===== src/design/sspc_pkg.sv =====
// ----------------------------------------------------------------------------
// Stepper speed panel controller - shared definitions
// Field widths, register indexes, reset values, display codes and the
// reciprocal constants used for the fixed divisions.
// ----------------------------------------------------------------------------
package sspc_pkg;

    // Field widths
    localparam int SPEED_W    = 17;
    localparam int VEL_W      = 23;
    localparam int SCALE_W    = 24;
    localparam int TIME_W     = 32;
    localparam int MS_W       = 16;
    localparam int CHAR_W     = 7;
    localparam int DOT_W      = 3;
    localparam int VAL_W      = 11;   // rounded display value, at most 1200
    localparam int BAND_W     = 10;   // largest band is 1000
    localparam int Q10_W      = 15;   // (speed + 5) / 10
    localparam int Q100_W     = 12;   // (speed + 50) / 100

    // Port widths
    localparam int CFG_ADDR_W  = 3;
    localparam int CFG_DATA_W  = 24;
    localparam int IN_TDATA_W  = 40;
    localparam int OUT_TDATA_W = 80;

    // Configuration register indexes
    typedef enum logic [CFG_ADDR_W-1:0] {
        CFG_REPEAT_DELAY    = 3'd0,
        CFG_REPEAT_INTERVAL = 3'd1,
        CFG_MODE_THRESHOLD  = 3'd2,
        CFG_MIN_SPEED       = 3'd3,
        CFG_MAX_SPEED       = 3'd4,
        CFG_VEL_SCALE       = 3'd5
    } t_cfg_idx;

    // Register reset values
    localparam logic [MS_W-1:0]    RST_REPEAT_DELAY    = 16'd400;
    localparam logic [MS_W-1:0]    RST_REPEAT_INTERVAL = 16'd80;
    localparam logic [SPEED_W-1:0] RST_MODE_THRESHOLD  = 17'd20000;
    localparam logic [SPEED_W-1:0] RST_MIN_SPEED       = 17'd3;
    localparam logic [SPEED_W-1:0] RST_MAX_SPEED       = 17'd120000;
    localparam logic [SCALE_W-1:0] RST_VEL_SCALE       = 24'd6254931;

    // Speed bands
    localparam logic [SPEED_W-1:0] BAND_EDGE_10   = 17'd10;
    localparam logic [SPEED_W-1:0] BAND_EDGE_100  = 17'd100;
    localparam logic [SPEED_W-1:0] BAND_EDGE_5000 = 17'd5000;
    localparam logic [BAND_W-1:0]  BAND_1         = 10'd1;
    localparam logic [BAND_W-1:0]  BAND_10        = 10'd10;
    localparam logic [BAND_W-1:0]  BAND_100       = 10'd100;
    localparam logic [BAND_W-1:0]  BAND_1000      = 10'd1000;

    // Display range edges
    localparam logic [SPEED_W-1:0] DISP_EDGE_100    = 17'd100;
    localparam logic [SPEED_W-1:0] DISP_EDGE_1000   = 17'd1000;
    localparam logic [SPEED_W-1:0] DISP_EDGE_10000  = 17'd10000;
    localparam logic [SPEED_W-1:0] DISP_EDGE_100000 = 17'd100000;

    // Display value clamps
    localparam logic [VAL_W-1:0] VAL_10   = 11'd10;
    localparam logic [VAL_W-1:0] VAL_99   = 11'd99;
    localparam logic [VAL_W-1:0] VAL_100  = 11'd100;
    localparam logic [VAL_W-1:0] VAL_999  = 11'd999;
    localparam logic [VAL_W-1:0] VAL_1000 = 11'd1000;
    localparam logic [VAL_W-1:0] VAL_1200 = 11'd1200;

    // Rounding offsets and reciprocals, exact over the ranges used:
    // (x * 104858) >> 20 == x / 10 for x < 2^18
    // (x * 167773) >> 24 == x / 100 for x < 199728
    // (v * 6554) >> 16 == v / 10 and (v * 1311) >> 17 == v / 100 for v < 2^11
    localparam logic [SPEED_W:0] ROUND_10   = 18'd5;
    localparam logic [SPEED_W:0] ROUND_100  = 18'd50;
    localparam logic [16:0]      RECIP_S10  = 17'd104858;
    localparam logic [17:0]      RECIP_S100 = 18'd167773;
    localparam logic [12:0]      RECIP_V10  = 13'd6554;
    localparam logic [10:0]      RECIP_V100 = 11'd1311;

    // Velocity word limits
    localparam logic [VEL_W-1:0] VEL_MIN = 23'd1;

    // Character codes
    localparam logic [CHAR_W-1:0] CH_ZERO  = 7'h30;
    localparam logic [CHAR_W-1:0] CH_SPACE = 7'h20;
    localparam logic [CHAR_W-1:0] CH_DASH  = 7'h2D;
    localparam logic [CHAR_W-1:0] CH_F     = 7'h46;
    localparam logic [CHAR_W-1:0] CH_R     = 7'h52;
    localparam logic [CHAR_W-1:0] CH_E     = 7'h45;

    // Decimal point positions
    localparam logic [DOT_W-1:0] DOT_DIGIT0 = 3'd0;
    localparam logic [DOT_W-1:0] DOT_DIGIT1 = 3'd1;
    localparam logic [DOT_W-1:0] DOT_NONE   = 3'd4;

    // Display formats
    typedef enum logic [2:0] {
        FMT_FREE,       // freewheel text
        FMT_DASH,       // stopped
        FMT_TENTHS_LO,  // 1..99, leading zero, dot on digit 0
        FMT_TENTHS_MID, // 100..999, dot on digit 1
        FMT_TENTHS_HI,  // 1000..9999, dot on digit 1
        FMT_UNITS_MID,  // 10000..99999, no dot
        FMT_UNITS_HI    // 100000 and up, no dot
    } t_fmt;

    // Hold-to-repeat tracking for one button
    typedef struct packed {
        logic              held;
        logic              rep;
        logic [TIME_W-1:0] press;
        logic [TIME_W-1:0] last;
    } t_btn;

    typedef struct packed {
        t_btn nxt;
        logic step;
    } t_btn_res;

endpackage


===== src/design/stepper_speed_panel_controller.sv =====
// ----------------------------------------------------------------------------
// Stepper speed panel controller
// Button poll in, speed, driver velocity word, drive flags and a four
// character display image out.
// ----------------------------------------------------------------------------
// Usage:
//   s_axis carries one button poll per beat; m_axis returns exactly one
//   result beat for each poll, in order. Registers are written through the
//   plain write port (i_cfg_we / i_cfg_addr / i_cfg_wdata), only while no
//   poll is in flight; indexes 6 and 7 are ignored.
//   Throughput: one poll per cycle while m_axis is not stalled. A poll
//   is registered in order by the input register, then the state update,
//   the velocity multiply and rounding divides, clamping, and the digit
//   split into the output register. The state update needs no pause
//   between beats, so consecutive polls can follow each other with no gap.
//   Stall: each stage holds its beat while the one after it is full and
//   stalled, so the pipeline fills up behind a stalled m_axis and
//   s_axis_tready falls only once every stage is occupied.
//   Reset (i_rst_n low at a rising edge): all stages empty, speed 0,
//   freewheel and drive mode off, both buttons released, registers back
//   to their default values.
// ----------------------------------------------------------------------------
module stepper_speed_panel_controller
    import sspc_pkg::*;
(
    input  logic                   i_clk,
    input  logic                   i_rst_n,
    // configuration write port
    input  logic                   i_cfg_we,
    input  logic [CFG_ADDR_W-1:0]  i_cfg_addr,
    input  logic [CFG_DATA_W-1:0]  i_cfg_wdata,
    // poll stream
    input  logic                   s_axis_tvalid,
    output logic                   s_axis_tready,
    // from bit 0: up_pressed, down_pressed, select_pressed, now_ms[31:0], zero pad
    input  logic [IN_TDATA_W-1:0]  s_axis_tdata,
    // result stream
    output logic                   m_axis_tvalid,
    input  logic                   m_axis_tready,
    // from bit 0: speed_crpm[16:0], velocity_word[22:0], coast_active,
    // torque_mode, char0..char3[6:0] each, dot_position[2:0], zero pad
    output logic [OUT_TDATA_W-1:0] m_axis_tdata
);

    // ------------------------------------------------------------------
    // Configuration registers
    // ------------------------------------------------------------------
    logic [MS_W-1:0]    r_rep_delay;
    logic [MS_W-1:0]    r_rep_interval;
    logic [SPEED_W-1:0] r_mode_thr;
    logic [SPEED_W-1:0] r_min_speed;
    logic [SPEED_W-1:0] r_max_speed;
    logic [SCALE_W-1:0] r_vel_scale;

    always_ff @(posedge i_clk) begin
        if (!i_rst_n) begin
            r_rep_delay    <= RST_REPEAT_DELAY;
            r_rep_interval <= RST_REPEAT_INTERVAL;
            r_mode_thr     <= RST_MODE_THRESHOLD;
            r_min_speed    <= RST_MIN_SPEED;
            r_max_speed    <= RST_MAX_SPEED;
            r_vel_scale    <= RST_VEL_SCALE;
        end else if (i_cfg_we) begin
            case (t_cfg_idx'(i_cfg_addr))
                CFG_REPEAT_DELAY:    r_rep_delay    <= i_cfg_wdata[MS_W-1:0];
                CFG_REPEAT_INTERVAL: r_rep_interval <= i_cfg_wdata[MS_W-1:0];
                CFG_MODE_THRESHOLD:  r_mode_thr     <= i_cfg_wdata[SPEED_W-1:0];
                CFG_MIN_SPEED:       r_min_speed    <= i_cfg_wdata[SPEED_W-1:0];
                CFG_MAX_SPEED:       r_max_speed    <= i_cfg_wdata[SPEED_W-1:0];
                CFG_VEL_SCALE:       r_vel_scale    <= i_cfg_wdata[SCALE_W-1:0];
                default: begin
                end
            endcase
        end
    end

    // ------------------------------------------------------------------
    // Helpers
    // ------------------------------------------------------------------
    function automatic logic [BAND_W-1:0] band_of(input logic [SPEED_W-1:0] s);
        logic [BAND_W-1:0] b;
        if (s < BAND_EDGE_10)
            b = BAND_1;
        else if (s < BAND_EDGE_100)
            b = BAND_10;
        else if (s < BAND_EDGE_5000)
            b = BAND_100;
        else
            b = BAND_1000;
        return b;
    endfunction

    // Up from stop takes the minimum as it stands, without the max clamp.
    function automatic logic [SPEED_W-1:0] step_up(input logic [SPEED_W-1:0] s,
                                                   input logic [SPEED_W-1:0] lo,
                                                   input logic [SPEED_W-1:0] hi);
        logic [SPEED_W:0]   t;
        logic [SPEED_W-1:0] r;
        t = {1'b0, s} + {{(SPEED_W+1-BAND_W){1'b0}}, band_of(s)};
        if (s == '0)
            r = lo;
        else if (t < {1'b0, hi})
            r = t[SPEED_W-1:0];
        else
            r = hi;
        return r;
    endfunction

    function automatic logic [SPEED_W-1:0] step_down(input logic [SPEED_W-1:0] s);
        logic [SPEED_W-1:0] b;
        b = {{(SPEED_W-BAND_W){1'b0}}, band_of(s)};
        return (s > b) ? (s - b) : '0;
    endfunction

    // Hold-to-repeat: step on press, then after the hold delay step once per
    // interval. Time differences wrap modulo 2^32.
    function automatic t_btn_res btn_next(input t_btn              cur,
                                          input logic              pressed,
                                          input logic [TIME_W-1:0] now,
                                          input logic [MS_W-1:0]   dly,
                                          input logic [MS_W-1:0]   ivl);
        t_btn_res res;
        logic     rep;
        res.nxt  = cur;
        res.step = 1'b0;
        rep      = 1'b0;
        if (pressed && !cur.held) begin
            res.nxt.held  = 1'b1;
            res.nxt.rep   = 1'b0;
            res.nxt.press = now;
            res.nxt.last  = now;
            res.step      = 1'b1;
        end else if (pressed) begin
            rep = cur.rep
                || ((now - cur.press) >= {{(TIME_W-MS_W){1'b0}}, dly});
            res.nxt.rep = rep;
            if (rep && ((now - cur.last) >= {{(TIME_W-MS_W){1'b0}}, ivl})) begin
                res.step     = 1'b1;
                res.nxt.last = now;
            end
        end else begin
            res.nxt.held = 1'b0;
            res.nxt.rep  = 1'b0;
        end
        return res;
    endfunction

    function automatic logic [VAL_W-1:0] clamp_val(input logic [Q10_W-1:0] x,
                                                   input logic [VAL_W-1:0] lo,
                                                   input logic [VAL_W-1:0] hi);
        logic [VAL_W-1:0] r;
        if (x < {{(Q10_W-VAL_W){1'b0}}, lo})
            r = lo;
        else if (x > {{(Q10_W-VAL_W){1'b0}}, hi})
            r = hi;
        else
            r = x[VAL_W-1:0];
        return r;
    endfunction

    // ------------------------------------------------------------------
    // Stage advance: a stage takes a new beat when it is empty or its
    // contents move on in the same cycle.
    // ------------------------------------------------------------------
    logic r_v1, r_v2, r_v3, r_v4, r_v5;
    logic w_en1, w_en2, w_en3, w_en4, w_en5;

    assign w_en5 = !r_v5 || m_axis_tready;
    assign w_en4 = !r_v4 || w_en5;
    assign w_en3 = !r_v3 || w_en4;
    assign w_en2 = !r_v2 || w_en3;
    assign w_en1 = !r_v1 || w_en2;

    assign s_axis_tready = w_en1;
    assign m_axis_tvalid = r_v5;

    always_ff @(posedge i_clk) begin
        if (!i_rst_n) begin
            r_v1 <= 1'b0;
            r_v2 <= 1'b0;
            r_v3 <= 1'b0;
            r_v4 <= 1'b0;
            r_v5 <= 1'b0;
        end else begin
            if (w_en1) r_v1 <= s_axis_tvalid;
            if (w_en2) r_v2 <= r_v1;
            if (w_en3) r_v3 <= r_v2;
            if (w_en4) r_v4 <= r_v3;
            if (w_en5) r_v5 <= r_v4;
        end
    end

    // ------------------------------------------------------------------
    // Stage 1: input register
    // ------------------------------------------------------------------
    logic              r_p1_up;
    logic              r_p1_down;
    logic              r_p1_sel;
    logic [TIME_W-1:0] r_p1_now;

    always_ff @(posedge i_clk) begin
        if (w_en1 && s_axis_tvalid) begin
            r_p1_up   <= s_axis_tdata[0];
            r_p1_down <= s_axis_tdata[1];
            r_p1_sel  <= s_axis_tdata[2];
            r_p1_now  <= s_axis_tdata[TIME_W+2:3];
        end
    end

    // ------------------------------------------------------------------
    // Stage 2: state update. The state registers only move when a beat
    // enters this stage, so while it is occupied they hold that beat's
    // speed and flags and serve as its payload.
    // ------------------------------------------------------------------
    logic [SPEED_W-1:0] r_speed, n_speed;
    logic               r_coast, n_coast;
    logic               r_mode, n_mode;
    logic               r_sel_prev;
    t_btn               r_up_btn, r_dn_btn;
    t_btn_res           w_up_res, w_dn_res;

    assign w_up_res = btn_next(r_up_btn, r_p1_up, r_p1_now, r_rep_delay, r_rep_interval);
    assign w_dn_res = btn_next(r_dn_btn, r_p1_down, r_p1_now, r_rep_delay, r_rep_interval);

    // Select edge first, then up, then down. Any step clears freewheel; the
    // drive mode follows only a step that may change the speed.
    always_comb begin
        n_speed = r_speed;
        n_coast = r_coast;
        n_mode  = r_mode;
        if (r_p1_sel && !r_sel_prev) begin
            n_speed = '0;
            n_coast = 1'b1;
            n_mode  = (r_mode_thr == '0);
        end
        if (w_up_res.step) begin
            n_coast = 1'b0;
            n_speed = step_up(n_speed, r_min_speed, r_max_speed);
            n_mode  = (n_speed >= r_mode_thr);
        end
        if (w_dn_res.step) begin
            n_coast = 1'b0;
            if (n_speed != '0) begin
                n_speed = step_down(n_speed);
                n_mode  = (n_speed >= r_mode_thr);
            end
        end
    end

    always_ff @(posedge i_clk) begin
        if (!i_rst_n) begin
            r_speed    <= '0;
            r_coast    <= 1'b0;
            r_mode     <= 1'b0;
            r_sel_prev <= 1'b0;
            r_up_btn   <= '0;
            r_dn_btn   <= '0;
        end else if (w_en2 && r_v1) begin
            r_speed    <= n_speed;
            r_coast    <= n_coast;
            r_mode     <= n_mode;
            r_sel_prev <= r_p1_sel;
            r_up_btn   <= w_up_res.nxt;
            r_dn_btn   <= w_dn_res.nxt;
        end
    end

    // ------------------------------------------------------------------
    // Stage 3: velocity product and rounding divides by reciprocal
    // ------------------------------------------------------------------
    logic [SPEED_W:0]           w_s_r10;
    logic [SPEED_W:0]           w_s_r100;
    logic [34:0]                w_q10_prod;
    logic [35:0]                w_q100_prod;
    logic [SPEED_W+SCALE_W-1:0] w_vel_prod;

    assign w_s_r10     = {1'b0, r_speed} + ROUND_10;
    assign w_s_r100    = {1'b0, r_speed} + ROUND_100;
    assign w_q10_prod  = 35'(w_s_r10) * 35'(RECIP_S10);
    assign w_q100_prod = 36'(w_s_r100) * 36'(RECIP_S100);
    assign w_vel_prod  = (SPEED_W+SCALE_W)'(r_speed) * (SPEED_W+SCALE_W)'(r_vel_scale);

    logic [SPEED_W-1:0] r_p3_speed;
    logic               r_p3_coast;
    logic               r_p3_mode;
    logic [SPEED_W-1:0] r_p3_vel_raw;
    logic [Q10_W-1:0]   r_p3_q10;
    logic [Q100_W-1:0]  r_p3_q100;

    always_ff @(posedge i_clk) begin
        if (w_en3 && r_v2) begin
            r_p3_speed   <= r_speed;
            r_p3_coast   <= r_coast;
            r_p3_mode    <= r_mode;
            r_p3_vel_raw <= w_vel_prod[SPEED_W+SCALE_W-1:SCALE_W];
            r_p3_q10     <= w_q10_prod[34:20];
            r_p3_q100    <= w_q100_prod[35:24];
        end
    end

    // ------------------------------------------------------------------
    // Stage 4: velocity clamp, display format and display value
    // ------------------------------------------------------------------
    logic [VEL_W-1:0] w_vel;
    t_fmt             w_fmt;
    logic [VAL_W-1:0] w_val;

    // The truncated product never exceeds 17 bits, so only the floor of
    // one needs enforcing; a stopped motor gives zero.
    always_comb begin
        if (r_p3_speed == '0)
            w_vel = '0;
        else if (r_p3_vel_raw == '0)
            w_vel = VEL_MIN;
        else
            w_vel = {{(VEL_W-SPEED_W){1'b0}}, r_p3_vel_raw};
    end

    always_comb begin
        w_val = '0;
        if (r_p3_coast) begin
            w_fmt = FMT_FREE;
        end else if (r_p3_speed == '0) begin
            w_fmt = FMT_DASH;
        end else if (r_p3_speed < DISP_EDGE_100) begin
            w_fmt = FMT_TENTHS_LO;
            w_val = r_p3_speed[VAL_W-1:0];
        end else if (r_p3_speed < DISP_EDGE_1000) begin
            w_fmt = FMT_TENTHS_MID;
            w_val = clamp_val(r_p3_q10, VAL_10, VAL_99);
        end else if (r_p3_speed < DISP_EDGE_10000) begin
            w_fmt = FMT_TENTHS_HI;
            w_val = clamp_val(r_p3_q10, VAL_100, VAL_999);
        end else if (r_p3_speed < DISP_EDGE_100000) begin
            w_fmt = FMT_UNITS_MID;
            w_val = clamp_val(Q10_W'(r_p3_q100), VAL_100, VAL_999);
        end else begin
            w_fmt = FMT_UNITS_HI;
            w_val = clamp_val(Q10_W'(r_p3_q100), VAL_1000, VAL_1200);
        end
    end

    logic [SPEED_W-1:0] r_p4_speed;
    logic [VEL_W-1:0]   r_p4_vel;
    logic               r_p4_coast;
    logic               r_p4_mode;
    t_fmt               r_p4_fmt;
    logic [VAL_W-1:0]   r_p4_val;

    always_ff @(posedge i_clk) begin
        if (w_en4 && r_v3) begin
            r_p4_speed <= r_p3_speed;
            r_p4_vel   <= w_vel;
            r_p4_coast <= r_p3_coast;
            r_p4_mode  <= r_p3_mode;
            r_p4_fmt   <= w_fmt;
            r_p4_val   <= w_val;
        end
    end

    // ------------------------------------------------------------------
    // Stage 5: split the value into decimal digits and build the text
    // ------------------------------------------------------------------
    logic [23:0]       w_v10_prod;
    logic [21:0]       w_v100_prod;
    logic [7:0]        w_q10v;
    logic [4:0]        w_q100v;
    logic              w_q1000v;
    logic [VAL_W-1:0]  w_rem0;
    logic [7:0]        w_rem1;
    logic [4:0]        w_rem2;
    logic [3:0]        w_d0, w_d1, w_d2;

    assign w_v10_prod  = 24'(r_p4_val) * 24'(RECIP_V10);
    assign w_v100_prod = 22'(r_p4_val) * 22'(RECIP_V100);
    assign w_q10v      = w_v10_prod[23:16];
    assign w_q100v     = w_v100_prod[21:17];
    assign w_q1000v    = (w_q100v >= 5'd10);

    assign w_rem0 = r_p4_val - (VAL_W'(w_q10v) * VAL_W'(4'd10));
    assign w_rem1 = w_q10v - (8'(w_q100v) * 8'd10);
    assign w_rem2 = w_q100v - (w_q1000v ? 5'd10 : 5'd0);
    assign w_d0   = w_rem0[3:0];
    assign w_d1   = w_rem1[3:0];
    assign w_d2   = w_rem2[3:0];

    logic [CHAR_W-1:0] w_ch0, w_ch1, w_ch2, w_ch3;
    logic [CHAR_W-1:0] w_dig0, w_dig1, w_dig2, w_dig3;
    logic [DOT_W-1:0]  w_dot;

    assign w_dig0 = CH_ZERO + {3'b000, w_d0};
    assign w_dig1 = CH_ZERO + {3'b000, w_d1};
    assign w_dig2 = CH_ZERO + {3'b000, w_d2};
    assign w_dig3 = CH_ZERO + {6'b000000, w_q1000v};

    always_comb begin
        w_dot = DOT_NONE;
        case (r_p4_fmt)
            FMT_FREE: begin
                w_ch0 = CH_F;    w_ch1 = CH_R;    w_ch2 = CH_E;    w_ch3 = CH_E;
            end
            FMT_TENTHS_LO: begin
                w_ch0 = CH_ZERO;  w_ch1 = w_dig1; w_ch2 = w_dig0; w_ch3 = CH_SPACE;
                w_dot = DOT_DIGIT0;
            end
            FMT_TENTHS_MID: begin
                w_ch0 = CH_SPACE; w_ch1 = w_dig1; w_ch2 = w_dig0; w_ch3 = CH_SPACE;
                w_dot = DOT_DIGIT1;
            end
            FMT_TENTHS_HI: begin
                w_ch0 = w_dig2;   w_ch1 = w_dig1; w_ch2 = w_dig0; w_ch3 = CH_SPACE;
                w_dot = DOT_DIGIT1;
            end
            FMT_UNITS_MID: begin
                w_ch0 = CH_SPACE; w_ch1 = w_dig2; w_ch2 = w_dig1; w_ch3 = w_dig0;
            end
            FMT_UNITS_HI: begin
                w_ch0 = w_dig3;   w_ch1 = w_dig2; w_ch2 = w_dig1; w_ch3 = w_dig0;
            end
            default: begin
                w_ch0 = CH_DASH;  w_ch1 = CH_DASH; w_ch2 = CH_DASH; w_ch3 = CH_DASH;
            end
        endcase
    end

    // Output register: holds the result beat until it is taken
    logic [OUT_TDATA_W-1:0] r_out_tdata;

    always_ff @(posedge i_clk) begin
        if (w_en5 && r_v4) begin
            r_out_tdata <= {7'b0000000, w_dot, w_ch3, w_ch2, w_ch1, w_ch0,
                            r_p4_mode, r_p4_coast, r_p4_vel, r_p4_speed};
        end
    end

    assign m_axis_tdata = r_out_tdata;

endmodule

===== config.mk =====
export PLATFORM = sky130hd
export DESIGN_NAME = stepper_speed_panel_controller
export DESIGN_NICKNAME = d
export VERILOG_FILES = /design/src/design/sspc_pkg.sv /design/src/design/stepper_speed_panel_controller.sv
export SDC_FILE = /design/constraint.sdc
export NUM_CORES = 2
export LEC_CHECK = 0
export ABC_CLOCK_PERIOD_IN_PS = 25000
export BUFFER_PORTS_ARGS = -buffer_cell sky130_fd_sc_hd__buf_2
export CORE_ASPECT_RATIO = 0.9
export CORE_UTILIZATION = 45
export CTS_BUF_LIST = sky130_fd_sc_hd__clkbuf_8
export DETAILED_ROUTE_END_ITERATION = 6
export SLEW_MARGIN = 25
export SYNTH_ARGS = -nofsm -noshare
export SYNTH_HDL_FRONTEND = slang
export SYNTH_SLANG_ARGS = --single-unit

===== constraint.sdc =====
create_clock -name i_clk -period 25 [get_ports i_clk]
set_input_delay 1.25 -clock i_clk [delete_from_list [all_inputs] [get_ports i_clk]]
set_output_delay 1.25 -clock i_clk [all_outputs]
set_load 0.01 [all_outputs]

After elaboration in Yosys (flattened, before gate mapping)
Index checks and enable logic that the tools add are counted.

Logic and storage cells: 221. Output and inout bits: 82. Register bits after elaboration: 491. Input port bits: 72.

Multipliers: 7. Add/subtract/negate cells: 15. Equal/unequal tests: 12. $lt $le $gt $ge: 27. Reduce and logical (&&, ||, !) cells: 57. Mux-type cells: 60.

Operators with widths (number): $mux 33 (6); $mux 17 (8); $mux 11 (12); $ge 32x16->1 (4); $sub 32x32->32 (4); $mux 10 (9); $logic_not 17->1 (4); $pmux 7 s3 (3); $lt 17x7->1 const B (3); $mul 17x24->41 (1); $mul 18x18->36 const B (1); $pmux 7 s5 (1); $ge 17x17->1 (2); $lt 17x13->1 const B (2); $lt 17x4->1 const B (2); $mul 18x16->34 const B (1); $mul 11x12->23 const B (1); $mul 11x11->22 const B (1); $reduce_and 2->1 (11); $add 6x4->7 const A (3); $add 17x10->18 (1); $add 17x3->18 const B (1); $add 17x6->18 const B (1); $lt 18x17->1 (1); other kinds (37) (95).

Logic depth before layout (Yosys ltp)
Depth after elaboration: 25. Depth in mapped cells: 60. Mapped depth without buffers: 57.

Worst setup path before layout
No wires, ideal clock.

Path type: reg-to-reg. Start point: register r_speed[5]. End point: register r_mode. Cell stages (with the launch flop): 60. Required time: 24.866 ns. Period minus slack after synthesis: 10.873 ns. Path buffers: 5. Setup slack: 14.127 ns. Library setup time: 0.134 ns. Arrival time: 10.739 ns. Path through: dfxtp_1 > clkbuf_1 > nor4_1 > a31oi_1 > nor2_1 > ha_1 > inv_1 > fa_1 > inv_1 > a21oi_1 > a22o_1 > a21oi_1 > o21ai_1 > a211oi_2 > o21a_1 > o311ai_0 > and2_1 > ha_1 > (+24 left out) > buf_4 > buf_2 > nor2_1 > ha_1 > o21a_1 > o21a_1 > o21a_1 > o21a_1 > o21ai_0 > nand2_1 > a21o_1 > a21oi_1 > o21ai_0 > nand3_1 > a21oi_1 > o211ai_1 > a21o_1 > a31oi_1.

Longest elaborated chain between the ends: 23. Elaborated cells on any way between the ends: 32. Those cells by class: 2 x add/sub; 10 x order compare; 18 x mux; 2 x reduce/logical.

Ends and longest elaborated chain: from (decl) (RTL line stepper_speed_panel_controller.sv:215) `logic [SPEED_W-1:0] r_speed, n_speed;`; from (signal assigned) (RTL line stepper_speed_panel_controller.sv:259) `r_speed <= n_speed;`; $mux 17 (*) (RTL line stepper_speed_panel_controller.sv:231) `if (r_p1_sel && !r_sel_prev) begin`; $lt 17x13->1 (RTL line stepper_speed_panel_controller.sv:86) `else if (s < BAND_EDGE_5000)`; $mux 10 (RTL line stepper_speed_panel_controller.sv:86); $mux 10 (RTL line stepper_speed_panel_controller.sv:84) `else if (s < BAND_EDGE_100)`; $mux 10 (RTL line stepper_speed_panel_controller.sv:82) `if (s < BAND_EDGE_10)`; $mux 10 (RTL line stepper_speed_panel_controller.sv:236) `if (w_up_res.step) begin`; $add 17x10->18 (RTL line stepper_speed_panel_controller.sv:99) `t = {1'b0, s} + {{(SPEED_W+1-BAND_W){1'b0}}, band_of(s)};`; $lt 18x17->1 (RTL line stepper_speed_panel_controller.sv:102) `else if (t < {1'b0, hi})`; (+7 left out); $mux 10 (RTL line stepper_speed_panel_controller.sv:82); $mux 10 (RTL line stepper_speed_panel_controller.sv:243) `if (n_speed != '0) begin`; $mux 10 (RTL line stepper_speed_panel_controller.sv:241) `if (w_dn_res.step) begin`; $sub 17x10->17 or $gt 17x10->1 (tied branches) (RTL line stepper_speed_panel_controller.sv:112) `return (s > b) ? (s - b) : '0;`; $mux 17 (RTL line stepper_speed_panel_controller.sv:112); $ge 17x17->1 (RTL line stepper_speed_panel_controller.sv:245) `n_mode = (n_speed >= r_mode_thr);`; $mux 1 (RTL line stepper_speed_panel_controller.sv:243); $mux 1 (*) (RTL line stepper_speed_panel_controller.sv:241); to (signal assigned) (RTL line stepper_speed_panel_controller.sv:261) `r_mode <= n_mode;`; to (decl) (RTL line stepper_speed_panel_controller.sv:217) `logic r_mode, n_mode;`.

Every way passes the cells marked *; elsewhere a longest branch is shown, timed or not. The select of a mux whose other input is x is not followed. A chain may end at the register's enable or synchronous reset.

Final worst setup path
Start point: register r_speed[13]. End point: register r_mode.

Same word-level chain as after synthesis.

==> reports/metrics.csv <==
stage;metric;value;unit
placement;dp_hpwl;119;mm
floorplanning;ioPinCount;154;
sta;tightest_slew;1.13;ns
sta;finalCritPeriodShare;52.1;%
final_layout;fin_nets;7886;
worst_setup_path;worstReg2RegStart;r_speed[13];
pwr;power.density;78.4;nW/um^2
pwr;p_total;4760;uW
synthesis;syn_area_per_cell;8.90;um^2
worst_setup_path;r2r_cells;54;
floorplanning;die_h;338;um
grt;grt_max_degree;86;
worst_setup_path;cp_slowest_cell;o311ai_0;
placement;dpl.cell_count;7994;
final_layout;layout.cells.non_filler;8156;
grt;antenna_found_initial;11;
floorplanning;dieArea;127000;um^2
clocking;htreeDepth;3;
floorplanning;core-area;125000;um^2
drt;vias;44000;
pwr;ir_drop;0.0745;mV
sta;final.setup.tns;0;ns
sta;slew_headroom;23.7;%
floorplanning;die_x;376;um
synthesis;synth_top_cell_by_area;fa_1;
synthesis;synth_area;56600;um^2
placement;place_congestion;0.915;
worst_setup_path;crit_top_cell;a21oi_1;
worst_setup_path;startpoint;r_speed[13];
floorplanning;num_rows;123;
placement;dp_slack;12.21;ns
clocking;clockBufferDepth;3;
grt;grtUsageTotal;24.5;%
worst_setup_path;critical-path-max-stage-delay;0.56;ns
synthesis;ys_seq_elements;473;
placement;io_buffers;134;
clocking;cts_made_buffers;88;
synthesis;ys_async_sr_fraction;0;%
synthesis;synth_area_leaders;fa_1 22%, ha_1 18%, edfxtp_1 11%, dfxtp_1 9.3%, inv_1 7.2%;
sta;setup_viol;0;
clocking;clk_pin_slew;0.06;ns
drt;routed_wl;155;mm
grt;grt_pass1_vias;43700;
synthesis;syn_inst;6353;
sta;max_freq;0.0768;GHz
clocking;post_cts_buffers;0;
drt;wl_per_cell;19.0;um
worst_hold_path;hold_path_class;flop to flop;
flow_run;maxCapViolCount;0;
synthesis;yosysUniqueCellTypes;103;
worst_setup_path;worstPathRequired;25.57;ns
drt;drt_pre_antenna_iters;6;
drt;drc;0;
clocking;clk_latency;0.75;ns
clocking;cts_root_buffer;clkbuf_8;
floorplanning;start_util;45.3;%
worst_setup_path;crit_type;flop to flop;
worst_setup_path;crit_path_max_fanout;31;
drt;drtAntennaViolNets;0;
clocking;hold_buffers;0;
sta;worst_slack;11.98;ns
synthesis;yosys.area.top_type_share;22.2;%
synthesis;synth_flop_cell;dfxtp_1;
clocking;cts_tree;yes;
synthesis;synth_seq_area_share;20.4;%
sta;fin_skew;0.0665;ns
sta;slew_viol_final;0;
final_layout;area_growth;7.44;%
worst_setup_path;rr_endpoint;r_mode;
drt;drtIter0Drc;3461;
worst_setup_path;endpoint_kind;flop;
drt;drt-vias-per-instance;5.39;
sta;grt_setup_unrepaired;false;
worst_setup_path;endpoint;r_mode;
clocking;ctsResizeCount;0;
pwr;leakage;0.0288;uW
clocking;clock-sinks;473;
grt;gr-total-overflow;0;
grt;grt_pass1_wl;246;mm
synthesis;synth_warnings;0;
worst_setup_path;arrival;13.59;ns
worst_setup_path;r2r_slack;11.98;ns
synthesis;synth_edf_count;209;
worst_hold_path;hold_path_depth;0;
outcome;status;completed;
sta;period_needed;13.02;ns
sta;hold_viol;0;
worst_setup_path;crit_path_start_kind;flop;
final_layout;drive_gt1_share;6.39;%
worst min path at each step:
stage,from,end,slack (ns)
global route,r_p4_speed[5],m_axis_tdata[5],0.42
finish,r_p4_speed[2],m_axis_tdata[2],0.41
detailed placement,r_p4_vel[14],m_axis_tdata[31],0.40
global placement,r_p4_vel[16],m_axis_tdata[33],0.40
floorplan,r_p4_speed[0],m_axis_tdata[0],0.40
CTS,r_p4_speed[2],m_axis_tdata[2],0.41
cells by family after synthesis:
| family | share of synthesized area, % |
|---|---|
| xor+xnor | 2.93 |
| fa+ha+maj | 39.7 |
| compound gates | 12.7 |
| flops | 20.4 |
| mux | 0.909 |
| other cells | 0.00663 |
| buf+inv | 9.20 |
| simple gates | 14.1 |
power breakdown:
group | internal, uW | leakage [uW] | total (uW) | switching, uW
Clock | 440 | 0.00102 | 806 | 365
Combinational | 1260 | 0.0237 | 3010 | 1750
Sequential | 898 | 0.00408 | 941 | 42.7
Total | 2600 | 0.0288 | 4760 | 2160
critical path, delay by kind of cell (launching register included):
kind / cells / cell delay [ns]
AO/OA/AOI/OAI: 31 / 6.78
AND/OR/NAND/NOR: 15 / 3.45
adder cells (fa/ha/maj): 4 / 1.14
buffers and inverters: 4 / 0.99
flip-flops: 1 / 0.48
through the flow:
stage	hold slack, ns	instance area, um^2	util (%)
finish	0.412	60800	48.7
CTS	0.413	60700	48.7
detailed placement	0.405	58900	47.2
global route	0.424	60800	48.7
global placement	0.402	58900	47.2
floorplan	0.400	56600	-
state kept, by name, summed over array words and instances, names as in the netlist, 17 cells and up:
name          count
r_p4_vel         17
r_up_btn         66
r_p1_now         32
r_mode_thr       17
r_dn_btn         66
r_vel_scale      24
r_p3_speed       17
r_max_speed      17
m_axis_tdata     61
r_p3_vel_raw     17
r_p4_speed       17
r_min_speed      17
r_speed          17
routing by layer:
metal	global-route usage, %	vias up	part of all wire [%]
li1	-	21000	-
met1	36.7	21600	49
met2	37.3	1198	43
met3	3.60	184	6.1
met4	5.20	4	1.8
met5	0	-	0.015
synthesized netlist by cell type, drive strengths merged (85+ instances only):
master,n
a21o,114
a21oi,417
and2,143
clkbuf,199
dfxtp,264
edfxtp,209
fa,626
ha,791
inv,1086
nand2,908
nand3,85
nor2,264
o21ai,172
xnor2,117
cell type report:
| cell class | count | area (um^2) |
|---|---|---|
| Fill cell | 12000 | 64000 |
| Multi-Input combinational cell | 4540 | 39900 |
| Sequential cell | 473 | 11600 |
| Inverter | 1089 | 4100 |
| Tap cell | 1687 | 2110 |
| Clock buffer | 96 | 1320 |
| Timing Repair Buffer | 205 | 1200 |
| Clock inverter | 61 | 524 |
| Antenna cell | 5 | 12.5 |
cells in the final DEF (no fill, tap or decap), types with 15 or more instances in the layout:
master     instances
a31oi_1           42
ha_1             791
nand2_1          906
xnor2_1          116
nand2b_1          33
nor4_1            31
o21a_1            44
a21o_1           114
o211ai_1          51
fa_1             626
clkbuf_8          96
o2111ai_1         18
clkinv_2          15
nor2_1           261
nor2b_1           44
or3_1             31
nor3_1            72
xor2_1            67
inv_1           1104
o21bai_1          23
a21oi_1          416
or2_2             20
a211oi_1          32
o31ai_1           22
dfxtp_1          258
buf_2            134
nand4_1           36
and2_1           143
o21ai_0          165
mux2i_1           48
nand3_1           83
edfxtp_1         209
and3_1            40
buf_4             71
(Power assumes the default switching activity.)
